`config.mk`:
```
export PLATFORM = sky130hd
export DESIGN_NAME = ffam_eval
export DESIGN_NICKNAME = d
export VERILOG_FILES = /design/src/sv/ffam_pkg.sv /design/src/sv/ffam_eval.sv
export SDC_FILE = /design/constraint.sdc
export NUM_CORES = 1
export LEC_CHECK = 0
export BUFFER_PORTS_ARGS = -buffer_cell sky130_fd_sc_hd__buf_2
export CAP_MARGIN = 10
export CORE_MARGIN = 3
export CORE_UTILIZATION = 41
export DETAILED_ROUTE_END_ITERATION = 8
export GPL_TIMING_DRIVEN = 0
export PLACE_DENSITY = 0.85
export RECOVER_POWER = 25
export SYNTH_ARGS = -nofsm -noshare
export SYNTH_HDL_FRONTEND = slang
export SYNTH_SLANG_ARGS = --single-unit
```
`constraint.sdc`:
```
create_clock -name vclk -period 3
set_input_delay 0.3 -clock vclk [all_inputs]
set_output_delay 0.3 -clock vclk [all_outputs]
set_load 0.01 [all_outputs]
```
`src/sv/ffam_pkg.sv`:
```
// ----------------------------------------------------------------------------
// ffam_pkg
// shared types, constants and step tables for the floor field agent mover
// ----------------------------------------------------------------------------
package ffam_pkg;

  localparam int COORD_BITS  = 6;
  localparam int EXIT_BITS   = 2;
  localparam int FIELD_BITS  = 16;
  localparam int DIM_BITS    = 7;
  localparam int CELL_BITS   = 2 * COORD_BITS;
  localparam int FADDR_BITS  = EXIT_BITS + CELL_BITS;
  localparam int CELLS       = 1 << CELL_BITS;
  localparam int FIELD_DEPTH = 1 << FADDR_BITS;
  localparam int THR_BITS    = FIELD_BITS + 1;

  localparam logic [DIM_BITS-1:0] MAX_DIM = DIM_BITS'(1 << COORD_BITS);

  localparam logic [1:0] OP_WR_FIELD = 2'd0;
  localparam logic [1:0] OP_WR_OCC   = 2'd1;
  localparam logic [1:0] OP_MOVE     = 2'd2;

  localparam logic [1:0] REG_GRID_WIDTH  = 2'd0;
  localparam logic [1:0] REG_GRID_HEIGHT = 2'd1;
  localparam logic [1:0] REG_OBST_WEIGHT = 2'd2;

  typedef enum logic [2:0] {
    ST_CLEAR,
    ST_IDLE,
    ST_EXEC,
    ST_OWN,
    ST_SCAN,
    ST_PICK,
    ST_WR_OLD,
    ST_WR_NEW
  } state_t;

  typedef struct packed {
    logic                wr;
    logic [2:0]          slot;
    logic [THR_BITS-1:0] thr;
    logic [3:0]          count;
  } eval_t;

  // neighbour order: right, left, up, down, upper-right, lower-left,
  // lower-right, upper-left
  function automatic logic [DIM_BITS-1:0] step_dx(input logic [2:0] k);
    logic [DIM_BITS-1:0] d;
    case (k)
      3'd0, 3'd4, 3'd6: d = DIM_BITS'(1);
      3'd1, 3'd5, 3'd7: d = '1;
      default:          d = '0;
    endcase
    return d;
  endfunction

  function automatic logic [DIM_BITS-1:0] step_dy(input logic [2:0] k);
    logic [DIM_BITS-1:0] d;
    case (k)
      3'd2, 3'd4, 3'd7: d = DIM_BITS'(1);
      3'd3, 3'd5, 3'd6: d = '1;
      default:          d = '0;
    endcase
    return d;
  endfunction

endpackage

```
`src/sv/ffam_eval.sv`:
```
// ----------------------------------------------------------------------------
// ffam_eval
// shared compare unit: folds one neighbour field value into the candidate set
// ----------------------------------------------------------------------------
module ffam_eval (
  input  logic [ffam_pkg::FIELD_BITS-1:0] field,
  input  logic [ffam_pkg::FIELD_BITS-1:0] own,
  input  logic [ffam_pkg::THR_BITS-1:0]   thr,
  input  logic [3:0]                      count,
  output ffam_pkg::eval_t                 res
);

  logic [ffam_pkg::THR_BITS-1:0] v;
  logic lt;
  logic eq;

  assign v  = {1'b0, field};
  assign lt = $signed(v) < $signed(thr);
  assign eq = (v == thr) && (field != own);

  always_comb begin
    res.wr    = lt || eq;
    res.slot  = lt ? 3'd0 : count[2:0];
    res.thr   = lt ? v : thr;
    res.count = lt ? 4'd1 : (eq ? count + 4'd1 : count);
  end

endmodule

```
### Yosys cells after proc, flatten, opt, wreduce, memory -nomap -nowiden

Index checks and enable logic that the tools add are counted.
W data, S select, Z words.

| cells by class | value |
|---|---|
| $add $sub $neg | 1 |
| $lt $le $gt $ge | 1 |
| equality and inequality tests | 2 |
| mux-type cells | 4 |
| reductions and logical operators | 2 |

Operators by type and width:

| operator | number |
|---|---|
| $eq A16 B17 Y1 | 1 |
| $lt A17 B17 Y1 | 1 |
| $mux W17 | 1 |
| $ne A16 B16 Y1 | 1 |
| $mux W4 | 2 |
| $add A4 B1 Y4 const B | 1 |
| $mux W3 | 1 |
| $logic_and A1 B1 Y1 | 1 |
| $logic_or A1 B1 Y1 | 1 |

| word-level totals | value |
|---|---|
| register bits after elaboration | 0 |
| bits of input ports | 53 |
| output and inout bits | 25 |

### Depth between registers and ports, before layout

| logic depth | value |
|---|---|
| depth in word-level cells | 4 |
| gate-level depth with buffers | 12 |
| mapped depth without buffers | 10 |

### Worst setup path after synthesis

Ideal clock, no wire load.

| timing path | value |
|---|---|
| kind | input to output |
| start | input port thr[2] (netlist bit) |
| end | output port res[19] (netlist bit) |
| data arrival time | 2.256 ns |
| data required time | 2.700 ns |
| path slack | 0.444 ns |
| cell stages on the path | 11 |
| path buffers | 2 |
| cell sequence | inv_1 ha_1 a21o_1 a21o_1 a21oi_1 o211ai_1 a21oi_1 ha_1 clkbuf_1 clkbuf_1 o21ai_0 |

RTL lines:

| element | line | source |
|---|---|---|
| start, declared | ffam_eval.sv:8 | `input logic [ffam_pkg::THR_BITS-1:0] thr,` |
| end, declared | ffam_eval.sv:10 | `output ffam_pkg::eval_t res` |

==> results_dict.tcl <==
set metrics [dict create \
    routedWlPerCell_um 12.3 \
    dp_hpwl_um 2600 \
    worst-slew-pin-transition_ns 0.356 \
    cp_data_required_time_ns 2.70 \
    relSlewSlack_pct 76.1 \
    synth_cell_types 22 \
    syn-cell-area_um2 921 \
    gpl.final_weighted_congestion 0.753 \
    regArea_um2 0 \
    power-per-cell-area_nw_per_um2 187 \
    detail_route.drc_violations 0 \
    synth_top_cell_area_share_pct 24.5 \
    maxCapViolations 0 \
    worst_hold_slack_ns 0.935 \
    synth_adder_area_share_pct 24.5 \
    ir_drop_mv 0.109 \
    mappedNetlistNets 200 \
    grt_util_met2_pct 40.0 \
    yosysTopAreaCell "ha_1" \
    yosysSeqAreaShare_pct 0 \
    post_synth_xor_area_fraction_pct 15.2 \
    finish.net_count 279 \
    dr.pass1.iters 4 \
    use_met1_pct 19.6 \
    gr-total-overflow 0 \
    final_area_um2 1340 \
    n_antenna_cell 0 \
    worstSetupStartpointType "input port" \
    postSynthAreaPerCell_um2 7.14 \
    min_path_type "in2out" \
    port_buffers 78 \
    seq_cell_count 0 \
    fin_tns_setup_ns 0 \
    final.period_utilization_pct 91.4 \
    floorplan.io_pins 78 \
    grt_most_used_layer "met2" \
    floorplan.die.height_um 53.4 \
    timing.critical_path.to_type "output port" \
    first_pass_grt_wire_length_um 4300 \
    floorplan.die_area_um2 2850 \
    slew_viols_final 0 \
    synth_top_cells_by_area "ha_1, xor2_1, o21ai_0" \
    max_freq_mhz 365 \
    worstPathMaxFanout 13 \
    drt-vias-per-instance 4.97 \
    placement.cell_area_um2 1350 \
    synthTopCellsByCount "ha_1, inv_1, o21ai_0, xor2_1, nand2_1" \
    globalRouteMet3Util_pct 3.94 \
    grtUsageTotal_pct 19.6 \
    core_region_area_um2 2040 \
    drive_gt1_share_pct 43.2 \
    netlist_instances 129 \
    filler_cell_count 223 \
    detailedRoute.firstIterationViolations 8 \
    warnings_from_yosys 0 \
    most_repeated_cell_in_the_gate_level_netlist_after_synthesis "ha_1" \
    initial_utilization_pct 45.1 \
    power_leakage_uw 0.000788 \
    detail-route-antenna-nets 0 \
    detail_route.wirelength_um 2860 \
    setup_slack_ns 0.259 \
    outcome "complete, no violations" \
    compound_cell_area_share_of_the_yosys_netlist_pct 17.0 \
    layout.clock_buffers 0 \
    finalCoreUtilization_pct 65.7 \
    path_class "in2out" \
    synth_simple_gate_area_share_pct 28.8 \
    final_period_minus_worst_setup_slack_ns 2.74 \
    initial_antenna_violation_count 0 \
    grt_setup_unrepaired "false" \
    synth_top_family_by_area "simple AND/OR/NAND/NOR gates" \
    std_cell_rows 16 \
    worst-endpoint-arrival_ns 2.44 \
    hold_viol_final 0 \
    area_delta_synth_final_pct 45.8 \
    grt_start_max_net_pins 11 \
    post_synth_mux_area_share_pct 6.39 \
    first_global_vias 1082 \
    chipWidth_um 53.4 \
    routed-via-count 1159 \
    setup_viol 0 \
    pre_cts_slack_ns -0.112 \
]
-- worst max-delay path, cell delays in order --
cell	delay, ns
buf_2	0.12
ha_1	0.30
a21o_1	0.16
a21o_1	0.17
a21oi_1	0.14
o211ai_1	0.10
a21oi_1	0.17
ha_2	0.36
clkbuf_2	0.22
o21ai_0	0.22
buf_2	0.17
-- what timing repair did --
item	CTS	global route
setup buffers	0	0
resized for setup	3	1
pin swaps	0	0
endpoints found under the setup margin	15	18
hold buffers	0	0
-- path summary, 6_finish.rpt --
check,to,cells after the start,start,slack (ns)
setup / recovery,res[7],11,field[2],0.26
hold / removal,res[4],3,thr[0],0.93
-- layout by cell type (no fill, tap or decap) --
cell type	netlist	routed
buf_2	0	74
and3_4	1	1
mux2_4	1	1
clkbuf_2	0	3
a21o_1	5	5
ha_1	18	17
mux2i_1	1	1
o21ai_0	16	16
nor3_1	1	1
nand4_1	6	6
nor4_2	5	5
nand2_1	15	15
nor2b_1	6	6
clkbuf_1	4	4
nand4b_4	1	1
or2_1	1	1
o22ai_1	1	1
o211ai_1	1	1
a21oi_1	5	5
inv_1	16	16
and3_1	1	1
nor2_1	5	5
xor2_1	16	16
mux2_2	3	3
ha_2	0	1
-- per-layer routing --
metal / share of wire (%) / vias to the layer above
li1: - / 605
met1: 37 / 506
met2: 54 / 44
met3: 8.1 / 4
met4: 1.2 / 0
met5: 0 / -
-- power breakdown --
group	switching, µW	internal, µW	leakage, µW	total, µW
logic	138	113	0.000788	251
clock network	0	0	0	0
registers	0	0	0	0
-- area by class of cell --
cell class	count	area, µm²	area share [%]
Buffer	3	15.0	1.12
Inverter	16	60.1	4.47
Multi-Input combinational cell	109	848	63.2
Tap cell	27	33.8	2.52
Timing Repair Buffer	78	385	28.7
-- cell families (layout without fill, tap and decap cells) --
kind of cell | Yosys count | in the layout
AND/OR/NAND/NOR | 42 | 42
AO/OA/AOI/OAI | 28 | 28
buffers and inverters | 20 | 97
adder cells (fa/ha/maj) | 18 | 18
XOR/XNOR | 16 | 16
multiplexers | 5 | 5
-- metrics by stage --
step	std cells	power [µW]
2_1_floorplan	129	142
3_3_place_gp	234	246
3_5_place_dp	234	253
4_1_cts	234	255
5_1_grt	233	279
6_report	233	251
(Power assumes the default switching activity.)
